==> config.mk <==
export PLATFORM = sky130hd
export DESIGN_NAME = console_line_editor_unit
export DESIGN_NICKNAME = d
export VERILOG_FILES = /design/src/cle_pkg.sv /design/src/console_line_editor_unit.sv /design/src/cle_line_ram.sv /design/src/cle_idx_unit.sv
export VERILOG_INCLUDE_DIRS = /design/src /design/src/src
export SDC_FILE = /design/constraint.sdc
export NUM_CORES = 2
export LEC_CHECK = 0
export BUFFER_PORTS_ARGS = -buffer_cell sky130_fd_sc_hd__buf_2
export CELL_PAD_IN_SITES_DETAIL_PLACEMENT = 1
export CELL_PAD_IN_SITES_GLOBAL_PLACEMENT = 1
export CORE_MARGIN = 2
export CORE_UTILIZATION = 50
export DETAILED_ROUTE_END_ITERATION = 8
export GPL_ROUTABILITY_DRIVEN = 0
export GPL_TIMING_DRIVEN = 0
export HOLD_SLACK_MARGIN = 0.05
export PLACE_DENSITY_LB_ADDON = 0.1
export SYNTH_ARGS = -nofsm -noshare
export SYNTH_HDL_FRONTEND = slang
export SYNTH_SLANG_ARGS = --single-unit
==> constraint.sdc <==
create_clock -name clk_i -period 8.72 [get_ports clk_i]
set_input_delay 1.744 -clock clk_i [delete_from_list [all_inputs] [get_ports clk_i]]
set_output_delay 1.744 -clock clk_i [all_outputs]
set_load 0.005 [all_outputs]
==> src/assert_macros.svh <==
// Concurrent assertion helpers, clocked on clk_i and gated by rst_ni.
`ifndef ASSERT_MACROS_SVH
`define ASSERT_MACROS_SVH

// Check that prop holds at every clock edge outside reset.
`define CLE_ASSERT(label, prop, msg) \
  label: assert property (@(posedge clk_i) disable iff (!rst_ni) (prop)) \
    else $error(msg);

// Check that expr is never true outside reset.
`define CLE_ASSERT_NEVER(label, expr, msg) \
  label: assert property (@(posedge clk_i) disable iff (!rst_ni) !(expr)) \
    else $error(msg);

`endif

==> src/cle_pkg.sv <==
package cle_pkg;

  localparam int unsigned DepthDefault = 128;

  localparam logic [7:0] CharCr    = 8'h0D;
  localparam logic [7:0] CharNl    = 8'h0A;
  localparam logic [7:0] CharBs    = 8'h08;
  localparam logic [7:0] CharDel   = 8'h7F;
  localparam logic [7:0] CharCtrlW = 8'h17;
  localparam logic [7:0] CharCtrlU = 8'h15;
  localparam logic [7:0] CharTab   = 8'h09;
  localparam logic [7:0] CharSpace = 8'h20;

  typedef enum logic [2:0] {
    EK_NONE  = 3'd0,
    EK_ECHO  = 3'd1,
    EK_BELL  = 3'd2,
    EK_CRLF  = 3'd3,
    EK_ERASE = 3'd4
  } echo_kind_e;

  typedef enum logic {
    STEP_INC = 1'b0,
    STEP_DEC = 1'b1
  } step_dir_e;

  // Tab, newline, vertical tab, form feed, carriage return and space.
  function automatic logic is_white(input logic [7:0] c);
    return (c == CharSpace) || ((c >= CharTab) && (c <= CharCr));
  endfunction

endpackage

==> src/console_line_editor_unit.sv <==
// Console line editor.
// Input words: tuser selects the action (0 receive tdata as a typed byte,
// 1 pop one byte of the closed line). Every input word yields exactly one
// output word: tuser carries echo kind, refused and read-valid flags, tdata
// the echo byte, erase count and popped byte.
// An input word is taken only while the sequencer is idle. Plain edits, CR,
// refused receives and pops with no closed line go from the execute state
// straight to finish; a pop of a character passes a read state (one read of
// the line memory), and Ctrl-W on a non-empty line passes the scan state,
// which the single read port of the line memory makes walk backward one
// byte a cycle. tready rises on the edge that loads the output word, so a
// new word is taken only after the result of the last one is loaded.
// The output word sits in a register; a stalled receiver holds it there,
// and the next finished result waits in the sequencer until it drains,
// while intake stays closed.
// Reset empties the line and opens it for editing; the line memory itself
// is not cleared and needs no clearing pass.
`include "assert_macros.svh"

module console_line_editor_unit
  import cle_pkg::*;
#(
  parameter int unsigned DEPTH = DepthDefault
) (
  input  logic        clk_i,
  input  logic        rst_ni,
  input  logic        s_axis_tvalid_i,
  output logic        s_axis_tready_o,
  input  logic [7:0]  s_axis_tdata_i,   // [7:0] rx_char
  input  logic        s_axis_tuser_i,   // [0] action
  output logic        m_axis_tvalid_o,
  input  logic        m_axis_tready_i,
  output logic [23:0] m_axis_tdata_o,   // [7:0] echo_char, [15:8] erase_count,
                                        // [23:16] read_char
  output logic [4:0]  m_axis_tuser_o    // [2:0] echo_kind, [3] refused,
                                        // [4] read_valid
);

  localparam int unsigned IW = $clog2(DEPTH);
  localparam int unsigned CW = (IW > 8) ? IW : 8;

  typedef enum logic [2:0] {
    ST_IDLE,
    ST_EXEC,
    ST_WSCAN,
    ST_RDATA,
    ST_FINISH
  } state_e;

  state_e        state_q, state_d;
  logic [IW-1:0] wr_q, wr_d;
  logic [IW-1:0] rd_q, rd_d;
  logic [IW-1:0] ptr_q, ptr_d;
  logic          closed_q, closed_d;
  logic          action_q, action_d;
  logic [7:0]    char_q, char_d;

  echo_kind_e    res_kind_q, res_kind_d;
  logic [7:0]    res_echo_q, res_echo_d;
  logic [7:0]    res_count_q, res_count_d;
  logic          res_refused_q, res_refused_d;
  logic          res_rvalid_q, res_rvalid_d;
  logic [7:0]    res_rchar_q, res_rchar_d;

  logic          out_valid_q, out_valid_d;
  logic [23:0]   out_data_q, out_data_d;
  logic [4:0]    out_user_q, out_user_d;

  logic          out_free;
  logic          mem_we;
  logic [7:0]    mem_wdata;
  logic [7:0]    mem_rdata;

  logic [IW-1:0] step_a;
  step_dir_e     step_dir;
  logic [IW-1:0] step_res;
  logic [IW-1:0] line_len;
  logic          len_zero;
  logic          line_full;
  logic [CW-1:0] len_ext;
  logic [7:0]    len_sat;

  cle_idx_unit #(
    .DEPTH (DEPTH),
    .IW    (IW)
  ) u_idx (
    .step_a_i   (step_a),
    .step_dir_i (step_dir),
    .step_o     (step_res),
    .wr_idx_i   (wr_q),
    .rd_idx_i   (rd_q),
    .len_o      (line_len),
    .len_zero_o (len_zero),
    .full_o     (line_full)
  );

  // Read address is the next pointer, so the data register tracks ptr_q.
  cle_line_ram #(
    .DEPTH (DEPTH),
    .IW    (IW)
  ) u_ram (
    .clk_i   (clk_i),
    .we_i    (mem_we),
    .waddr_i (wr_q),
    .wdata_i (mem_wdata),
    .raddr_i (ptr_d),
    .rdata_o (mem_rdata)
  );

  assign out_free = !out_valid_q || m_axis_tready_i;
  assign len_ext  = CW'(line_len);
  assign len_sat  = (len_ext > CW'(255)) ? 8'hFF : len_ext[7:0];

  // Operand and direction of the shared index stepper.
  always_comb begin
    step_a   = wr_q;
    step_dir = STEP_INC;
    unique case (state_q)
      ST_EXEC: begin
        step_a   = wr_q;
        step_dir = ((char_q == CharBs) || (char_q == CharDel) ||
                    (char_q == CharCtrlW)) ? STEP_DEC : STEP_INC;
      end
      ST_WSCAN: begin
        step_a   = ptr_q;
        step_dir = STEP_DEC;
      end
      ST_RDATA: begin
        step_a   = rd_q;
        step_dir = STEP_INC;
      end
      default: begin
        step_a   = wr_q;
        step_dir = STEP_INC;
      end
    endcase
  end

  always_comb begin
    state_d       = state_q;
    wr_d          = wr_q;
    rd_d          = rd_q;
    ptr_d         = ptr_q;
    closed_d      = closed_q;
    action_d      = action_q;
    char_d        = char_q;
    res_kind_d    = res_kind_q;
    res_echo_d    = res_echo_q;
    res_count_d   = res_count_q;
    res_refused_d = res_refused_q;
    res_rvalid_d  = res_rvalid_q;
    res_rchar_d   = res_rchar_q;
    out_valid_d   = out_valid_q && !m_axis_tready_i;
    out_data_d    = out_data_q;
    out_user_d    = out_user_q;
    mem_we        = 1'b0;
    mem_wdata     = char_q;

    unique case (state_q)
      ST_IDLE: begin
        if (s_axis_tvalid_i) begin
          action_d = s_axis_tuser_i;
          char_d   = s_axis_tdata_i;
          state_d  = ST_EXEC;
        end
      end

      ST_EXEC: begin
        res_kind_d    = EK_NONE;
        res_echo_d    = '0;
        res_count_d   = '0;
        res_refused_d = 1'b0;
        res_rvalid_d  = 1'b0;
        res_rchar_d   = '0;
        state_d       = ST_FINISH;
        if (action_q) begin
          if (closed_q && !len_zero) begin
            ptr_d   = rd_q;
            state_d = ST_RDATA;
          end
        end else if (closed_q) begin
          res_refused_d = 1'b1;
        end else begin
          unique case (char_q) inside
            CharCr: begin
              mem_we     = 1'b1;
              mem_wdata  = CharNl;
              wr_d       = step_res;
              closed_d   = 1'b1;
              res_kind_d = EK_CRLF;
            end
            CharBs, CharDel: begin
              if (len_zero) begin
                res_kind_d = EK_BELL;
              end else begin
                wr_d        = step_res;
                res_kind_d  = EK_ERASE;
                res_count_d = 8'd1;
              end
            end
            CharCtrlW: begin
              res_kind_d = EK_ERASE;
              if (!len_zero) begin
                ptr_d   = step_res;
                state_d = ST_WSCAN;
              end
            end
            CharCtrlU: begin
              res_kind_d  = EK_ERASE;
              res_count_d = len_sat;
              wr_d        = rd_q;
            end
            default: begin
              if (line_full) begin
                res_kind_d = EK_BELL;
              end else begin
                mem_we     = 1'b1;
                wr_d       = step_res;
                res_kind_d = EK_ECHO;
                res_echo_d = char_q;
              end
            end
          endcase
        end
      end

      // mem_rdata holds the byte just before the tail.
      ST_WSCAN: begin
        if (len_zero || is_white(mem_rdata)) begin
          state_d = ST_FINISH;
        end else begin
          wr_d  = ptr_q;
          ptr_d = step_res;
          if (res_count_q != 8'hFF) begin
            res_count_d = res_count_q + 8'd1;
          end
        end
      end

      ST_RDATA: begin
        res_rvalid_d = 1'b1;
        res_rchar_d  = mem_rdata;
        rd_d         = step_res;
        if (step_res == wr_q) begin
          closed_d = 1'b0;
        end
        state_d = ST_FINISH;
      end

      ST_FINISH: begin
        if (out_free) begin
          out_valid_d = 1'b1;
          out_data_d  = {res_rchar_q, res_count_q, res_echo_q};
          out_user_d  = {res_rvalid_q, res_refused_q, res_kind_q};
          state_d     = ST_IDLE;
        end
      end

      default: state_d = ST_IDLE;
    endcase
  end

  always_ff @(posedge clk_i or negedge rst_ni) begin
    if (!rst_ni) begin
      state_q       <= ST_IDLE;
      wr_q          <= '0;
      rd_q          <= '0;
      ptr_q         <= '0;
      closed_q      <= 1'b0;
      action_q      <= 1'b0;
      char_q        <= '0;
      res_kind_q    <= EK_NONE;
      res_echo_q    <= '0;
      res_count_q   <= '0;
      res_refused_q <= 1'b0;
      res_rvalid_q  <= 1'b0;
      res_rchar_q   <= '0;
      out_valid_q   <= 1'b0;
      out_data_q    <= '0;
      out_user_q    <= '0;
    end else begin
      state_q       <= state_d;
      wr_q          <= wr_d;
      rd_q          <= rd_d;
      ptr_q         <= ptr_d;
      closed_q      <= closed_d;
      action_q      <= action_d;
      char_q        <= char_d;
      res_kind_q    <= res_kind_d;
      res_echo_q    <= res_echo_d;
      res_count_q   <= res_count_d;
      res_refused_q <= res_refused_d;
      res_rvalid_q  <= res_rvalid_d;
      res_rchar_q   <= res_rchar_d;
      out_valid_q   <= out_valid_d;
      out_data_q    <= out_data_d;
      out_user_q    <= out_user_d;
    end
  end

  assign s_axis_tready_o = (state_q == ST_IDLE);
  assign m_axis_tvalid_o = out_valid_q;
  assign m_axis_tdata_o  = out_data_q;
  assign m_axis_tuser_o  = out_user_q;

  `CLE_ASSERT(a_intake_closes, (s_axis_tvalid_i && s_axis_tready_o) |=> !s_axis_tready_o,
              "intake still open after an accepted word")
  `CLE_ASSERT_NEVER(a_closed_nonempty, closed_q && len_zero,
                    "closed line with no characters")
  `CLE_ASSERT(a_finish_loads, (state_q == ST_FINISH && out_free) |=> m_axis_tvalid_o,
              "finished result not presented")

endmodule

==> src/cle_line_ram.sv <==
module cle_line_ram
  import cle_pkg::*;
#(
  parameter int unsigned DEPTH = DepthDefault,
  parameter int unsigned IW    = $clog2(DEPTH)
) (
  input  logic          clk_i,
  input  logic          we_i,
  input  logic [IW-1:0] waddr_i,
  input  logic [7:0]    wdata_i,
  input  logic [IW-1:0] raddr_i,
  output logic [7:0]    rdata_o
);

  logic [7:0] mem [DEPTH];
  logic [7:0] rdata_q;

  always_ff @(posedge clk_i) begin
    if (we_i) begin
      mem[waddr_i] <= wdata_i;
    end
    rdata_q <= mem[raddr_i];
  end

  assign rdata_o = rdata_q;

endmodule

==> src/cle_idx_unit.sv <==
module cle_idx_unit
  import cle_pkg::*;
#(
  parameter int unsigned DEPTH = DepthDefault,
  parameter int unsigned IW    = $clog2(DEPTH)
) (
  input  logic [IW-1:0] step_a_i,
  input  step_dir_e     step_dir_i,
  output logic [IW-1:0] step_o,
  input  logic [IW-1:0] wr_idx_i,
  input  logic [IW-1:0] rd_idx_i,
  output logic [IW-1:0] len_o,
  output logic          len_zero_o,
  output logic          full_o
);

  localparam logic [IW-1:0] LastIdx  = IW'(DEPTH - 1);
  localparam logic [IW-1:0] FullLen  = IW'(DEPTH - 2);
  localparam logic [IW:0]   DepthExt = (IW + 1)'(DEPTH);

  logic [IW:0] diff;

  // Circular step around the store.
  always_comb begin
    step_o = '0;
    case (step_dir_i)
      STEP_INC: step_o = (step_a_i == LastIdx) ? '0 : step_a_i + IW'(1);
      STEP_DEC: step_o = (step_a_i == '0) ? LastIdx : step_a_i - IW'(1);
      default:  step_o = step_a_i;
    endcase
  end

  always_comb begin
    diff = {1'b0, wr_idx_i} - {1'b0, rd_idx_i};
    if (wr_idx_i < rd_idx_i) begin
      diff = diff + DepthExt;
    end
  end

  assign len_o      = diff[IW-1:0];
  assign len_zero_o = (len_o == '0);
  // Keep one slot for the newline.
  assign full_o     = (len_o >= FullLen);

endmodule

# After elaboration in Yosys (flattened, before gate mapping)
# Memory sizes are Yosys's and may differ from the RTL's. A register that Yosys moved wholly into a read port is not among the register bits.
# Cells that the tools add are included.
# word_totals
mem_bits_ro,0
inputBits,13
mem_bits_rw,1024
elab_cells,147
latch_bits,0
regBits,93
output_inout_bits,31
memories,1
# op_classes
n_eq_ne,24
mul,0
muxes,69
div_mod_pow,0
n_shift,0
n_reduce_logical,26
bitwise,1
n_addsub,5
magnitude_cmp,5
# mem_list
memory,depth,width,read_ports,rd_clocked_by_memory_dff,wr,line_no,source
u_ram.mem,128,8,1,1,1,cle_line_ram.sv:15,logic [7:0] mem [DEPTH];
# ops
operator,count
$mux W8,13
$mux W7,14
$pmux W7 S2,4
$pmux W8 S2,3
$mux W3,11
$pmux W7 S4,1
$ne A2 B2 Y1 const B,9
$eq A8 B4 Y1 const B,2
$eq A8 B5 Y1 const B,2
$mux W1,16
$pmux W3 S5,1
$add A7 B1 Y7 const B,2
$logic_not A7 Y1,2
$pmux W3 S3,1
$reduce_and A3 Y1,3
$add A8 B1 Y8 const B,1
$eq A8 B6 Y1 const B,1
$eq A8 B7 Y1 const B,1
$ge A8 B4 Y1 const B,1
$gt A7 B8 Y1 const B,1
$le A8 B4 Y1 const B,1
$ne A8 B8 Y1 const B,1
$pmux W1 S2,4
$eq A7 B7 Y1,1
22 further kinds,34

# Logic depth before layout (Yosys ltp)
# logic_depth
ltp_word,12
ltp_mapped,22

# Modules after synthesis
# Synthesis repeated with hierarchy kept, for this count alone.
# unflattened
hier_cells,2164
hier_area_um2,44939.4
# by_module_without_submodules
module,area_each_um2,seq_area_each_um2,cells_per_inst,n_inst
cle_line_ram,39665.5,30909.6,1635,1
console_line_editor_unit,4697.0,2327.2,445,1
cle_idx_unit,576.8,0.0,84,1

# Worst setup path after synthesis
# Ideal clock, no wire load.
# synth_path
path_type,reg2reg
start,register wr_q[0]
end,memory u_ram.mem[47][0] (enable)
synth_period_minus_slack_ns,4.627
t_arrival_ns,4.233
setup_ns,0.395
slack_ns,4.093
path_stages_with_launch,17
required_time_ns,8.325
path_cell_list,dfrtp_1 -> clkbuf_1 -> clkinv_1 -> ha_1 -> inv_1 -> fa_1 -> a211o_1 -> nand2_1 -> o21ai_0 -> nor2_1 -> nor3_1 -> or3_1 -> nor2_1 -> a21oi_1 -> clkbuf_1 -> or2_2 -> nor4_1
# synth_between
elab_chain_cells,11
elab_cells_between_ends,12
cone_classes,add/sub: 2; order compare: 2; mux: 8
# synth_rtl
element,line_no,source
start: declaration,console_line_editor_unit.sv:51,"logic [IW-1:0] wr_q, wr_d;"
start signal: assignment,console_line_editor_unit.sv:283,wr_q <= wr_d;
$sub A7 B7 Y7,cle_idx_unit.sv:34,"diff = {1'b0, wr_idx_i} - {1'b0, rd_idx_i};"
$add A7 B1 Y7,cle_idx_unit.sv:36,diff = diff + DepthExt;
$mux W7,cle_idx_unit.sv:35,if (wr_idx_i < rd_idx_i) begin
$ge A7 B7 Y1,cle_idx_unit.sv:43,assign full_o = (len_o >= FullLen);
$mux W1,console_line_editor_unit.sv:214,if (line_full) begin
$pmux W1 S2,console_line_editor_unit.sv:184,unique case (char_q) inside
$mux W1,console_line_editor_unit.sv:181,end else if (closed_q) begin
$mux W1,console_line_editor_unit.sv:176,if (action_q) begin
$mux W1,console_line_editor_unit.sv:159,unique case (state_q)
$mux W1,cle_line_ram.sv:19,if (we_i) begin
$mux W1 (implied by the code),cle_line_ram.sv:20,mem[waddr_i] <= wdata_i;
end: declaration,cle_line_ram.sv:15,
# Parallel ways exist; a longest one is shown, timed or not.

# Final worst setup path
# layout_path
start,register wr_q[0]
end,"register u_ram.rdata_q[5], in the netlist u_ram.rdata_o[5], read port of u_ram.mem"
# layout_between
elab_chain_cells,9
elab_cells_between_ends,23
cone_classes,add/sub: 4; order compare: 1; eq/ne: 1; mux: 12; reduce/logical: 5
# layout_rtl
element,line_no,source
$sub A7 B7 Y7 or $pmux W7 S2 (tied branches),"cle_idx_unit.sv:34, console_line_editor_unit.sv:118",
"$add A7 B1 Y7, or another cell as far along",cle_idx_unit.sv:36,
"$mux W7, on equally long branches","cle_idx_unit.sv:35, cle_idx_unit.sv:27, cle_idx_unit.sv:28",
$logic_not A7 Y1 or $pmux W7 S2 (tied branches),"cle_idx_unit.sv:41, cle_idx_unit.sv:26",
$mux W7 or $logic_not A1 Y1 (tied branches),n/a,
$mux W7 or $logic_and A1 B1 Y1 (tied branches),"console_line_editor_unit.sv:184, console_line_editor_unit.sv:177",
"$mux W7, on equally long branches","console_line_editor_unit.sv:181, console_line_editor_unit.sv:177",
$mux W7,console_line_editor_unit.sv:176,
$pmux W7 S2 (*),console_line_editor_unit.sv:159,
end: declaration,cle_line_ram.sv:16,logic [7:0] rdata_q;
# Mark *: on every way between the ends. The rest lies on a longest branch, timed or not.
# A chain may end at the register's enable or synchronous reset.

==> out/qor.csv <==
stage,metric,value,unit
worst_hold_path,Hold Crit Depth,2,
critical_path,reg2reg end,u_ram.rdata_o[5],
critical_path,cells along the critical path,"clkbuf_1, clkinv_1, ha_1, inv_1, fa_1, a211o_1, a21o_1, a211oi_1, nor4_4, a21boi_0, mux2i_1, a31oi_2, inv_2, clkbuf_1, clkbuf_1, nand4_1, nand4_1, nor4_1, nand4_1",
critical_path,FF-to-FF setup slack,1.08,ns
sta,max-slew violations,0,
worst_hold_path,"Endpoint, Worst Hold",m_axis_tdata_o[10],
placement,DP Cell Count,4919,
global_route,global-route track usage on met1,44.4,%
critical_path,"Worst Path Class, Setup",flip-flop to flip-flop,
yosys,sequential element share of the synthesized area,71.0,%
yosys,mapped cell area,46800,um^2
sta,RSZ-0062 raised after global routing,false,
finish,P&R area growth vs syn,13.0,%
critical_path,RR Startpoint,wr_q[0],
worst_hold_path,Worst Min Path Start,m_axis_tdata_o[10],
finish,nets@finish,3806,
critical_path,CP max FO,10,
placement,port buffer count,43,
clock_tree,cts hold-fix bufs,0,
route,via count,32400,
sta,final worst path period need,7.64,ns
floorplan,Die Footprint,96100,um^2
global_route,gr usage total,33.9,%
worst_hold_path,worst hold-check path type,flip-flop to flip-flop,
clock_tree,Num CTS Buffers,115,
sta,Final setup viols,0,
global_route,largest net degree at the start of global routing,69,
sta,fmax,131,MHz
clock_tree,CTS Root Cell,clkbuf_16,
global_route,M2 GR Usage,53.5,%
yosys,Synth warnings,0,
floorplan,die height,310,um
clock_tree,H-tree Lvls,3,
finish,layout cells sized above 1,10.9,%
job,maxcap violations,0,
yosys,Mean Syn Cell Area,13.0,um^2
sta,slew margin rel.,4.26,%
sta,final worst slack,1.08,ns
sta,Final Hold Vio Count,0,
route,WL per Instance,31.5,um
yosys,Yosys reg bits,1125,
power,P_leak,19.4,nW
clock_tree,worst-skew pair later-pin latency,0.74,ns
critical_path,CP Launch Type,flip-flop,
placement,Final HPWL DP,112,mm
critical_path,Crit path required time,9.20,ns
critical_path,R2R cell count,19,
power,maximum vdd ir drop,0.272,mV
route,DR pass1 iterations,5,
placement,dpl ws,1.56,ns
yosys,post-synthesis instance total,3604,
yosys,Synth Flop Type,edfxtp_1,
global_route,remaining global-route overflow,0,
floorplan,Initial Util,50.3,%
sta,total negative slack,0,ns
clock_tree,CTS clock-pin slew for the worst setup and hold paths,0.06,ns
clock_tree,post-CTS setup buffers,0,
critical_path,crit path DAT,8.12,ns
outcome,outcome,"finished, final reports clean",
floorplan,row count,112,
critical_path,CP max-delay cell,nor4_1,
global_route,number of global-route vias before repair,33000,
yosys,Post-Syn Nets,3628,
route,Residual DRC,0,
global_route,first-pass GRT wire length,231,mm
critical_path,Critical Path End Type,flip-flop,
global_route,M3 GR Usage,7.88,%
sta,Final Skew,0.0383,ns
yosys,Post-synth EDFFs,1024,
clock_tree,CTS tree,yes,
route,vias per cell,6.31,
power,power density cells,368,nW/um^2
floorplan,I/O pins,44,
route,remaining antenna violation count after routing,0,
sta,worst slew pin tran,1.44,ns
floorplan,total core area,93000,um^2
finish,post-route insts no fill,5140,
yosys,Cell variety after synth,81,
clock_tree,CTS-repair resized insts,0,
power,overall power,19.4,mW
clock_tree,Sink Count,1125,
global_route,busiest grt layer,met2,
critical_path,Worst path max stage delay,0.94,ns
route,final WL,162,mm
yosys,async set-reset flop share out of synthesis,8.27,%
route,initial drt markers,3850,
clock_tree,clock buffer depth,3,
floorplan,Die Width,310,um
global_route,initial antenna violation count,12,
sta,fin crit share,87.6,%
-- layout make-up --
class                      count  area [um^2]
multi-input combinational   2219        12400
timing repair buffer          61          612
clock buffer                 136         3000
buffer                       235         1080
tap                         1254         1570
fill                        9235        40200
antenna                       11         27.5
inverter                      25         98.8
clock inverter                74          817
sequential                  1125        33200
-- flip-flops by register name, summed over array words and instances, names as in the netlist, 8 cells and up --
register        cells
u_ram.mem        1024
m_axis_tdata_o     24
res_rchar_q         8
char_q              8
u_ram.rdata_o       8
res_echo_q          8
res_count_q         8
-- critical path, delay by kind of cell, from the launching register on --
family / cells / cell delay, ns
AOI/OAI and AO/OA: 5 / 2.27
and+or+nand+nor: 5 / 2.02
buffers and inverters: 6 / 1.92
adders and majority gates: 2 / 0.60
DFF: 1 / 0.36
muxes: 1 / 0.18
-- worst max-delay path by stage --
| stage | from | end | depth (start not counted) | slack [ns] |
|---|---|---|---|---|
| after floorplan | wr_q[0] | u_ram.mem[47][0] | 16 | 4.09 |
| after global placement | state_q[1] | u_ram.mem[108][1] | 7 | 1.04 |
| after detailed placement | wr_q[0] | u_ram.rdata_o[5] | 19 | 1.56 |
| after CTS | wr_q[0] | u_ram.rdata_o[5] | 19 | 1.49 |
| after global routing | wr_q[0] | u_ram.rdata_o[5] | 19 | 1.26 |
| final | wr_q[0] | u_ram.rdata_o[5] | 19 | 1.08 |
-- report_power, final --
group          total [mW]  switching [mW]  internal [mW]
clock                5.04            2.14           2.90
combinational        7.44            5.61           1.83
sequential           6.95           0.146           6.81
-- logic make-up after synthesis --
kind of cell               count (synthesis)  synth area share [%]
xor gates and xnor gates                  17                 0.318
muxes                                    238                  5.22
AOI/OAI and AO/OA                        458                  6.68
DFF                                     1125                  71.0
buffers and inverters                    260                  2.47
adders and majority gates                 11                 0.310
and+or+nand+nor                         1495                  14.0
-- layout by cell type, fill, tap and decap left out, types with 26 or more instances in the layout --
| cell type | synthesis | final |
|---|---|---|
| and3_1 | 77 | 77 |
| clkinv_2 | 0 | 26 |
| buf_1 | 30 | 30 |
| clkbuf_1 | 101 | 115 |
| nor2_1 | 183 | 183 |
| nand4_1 | 35 | 35 |
| mux2i_1 | 191 | 191 |
| a311oi_1 | 26 | 26 |
| nand3_1 | 272 | 272 |
| a31oi_1 | 51 | 51 |
| mux2_2 | 47 | 47 |
| dfrtp_1 | 93 | 93 |
| nand2_1 | 814 | 814 |
| a21oi_1 | 126 | 126 |
| o21ai_0 | 57 | 57 |
| edfxtp_1 | 1024 | 1024 |
| buf_2 | 90 | 133 |
| clkbuf_16 | 0 | 117 |
-- Yosys cell counts, types with 10 or more instances --
library cell	count	area, um^2
a211oi_1	21	158
a21o_1	11	82.6
a21oi_1	126	631
a22o_1	21	184
a311oi_1	26	228
a31oi_1	51	319
and3_1	77	482
buf_1	30	113
buf_2	90	450
buf_4	11	82.6
clkbuf_1	101	379
dfrtp_1	93	2330
edfxtp_1	1024	30700
ha_1	10	125
inv_1	20	75.1
mux2_2	47	529
mux2i_1	191	1910
nand2_1	814	3060
nand2b_1	11	68.8
nand3_1	272	1360
nand4_1	35	219
nor2_1	183	687
nor3_1	26	130
nor4_1	14	87.6
o21ai_0	57	285
o21ai_1	10	50.1
o221ai_1	17	149
o22ai_1	21	131
or2_2	11	68.8
or3_1	16	100
xnor2_1	12	105
-- metal layers --
layer	wire, um	part of all wire, %
met1	63300	39
met2	73800	46
met3	15500	9.6
met4	9120	5.6
met5	13	0.0080
-- metrics by stage --
stage | utilization, % | instance area, um^2 | hold slack (ns)
after floorplan | - | 46800 | 0.443
after global placement | 52.2 | 48600 | 0.457
after detailed placement | 52.7 | 49000 | 0.472
after CTS | 56.8 | 52800 | 0.485
after global routing | 56.8 | 52800 | 0.511
final | 56.8 | 52900 | 0.479
(Power assumes the default switching activity.)
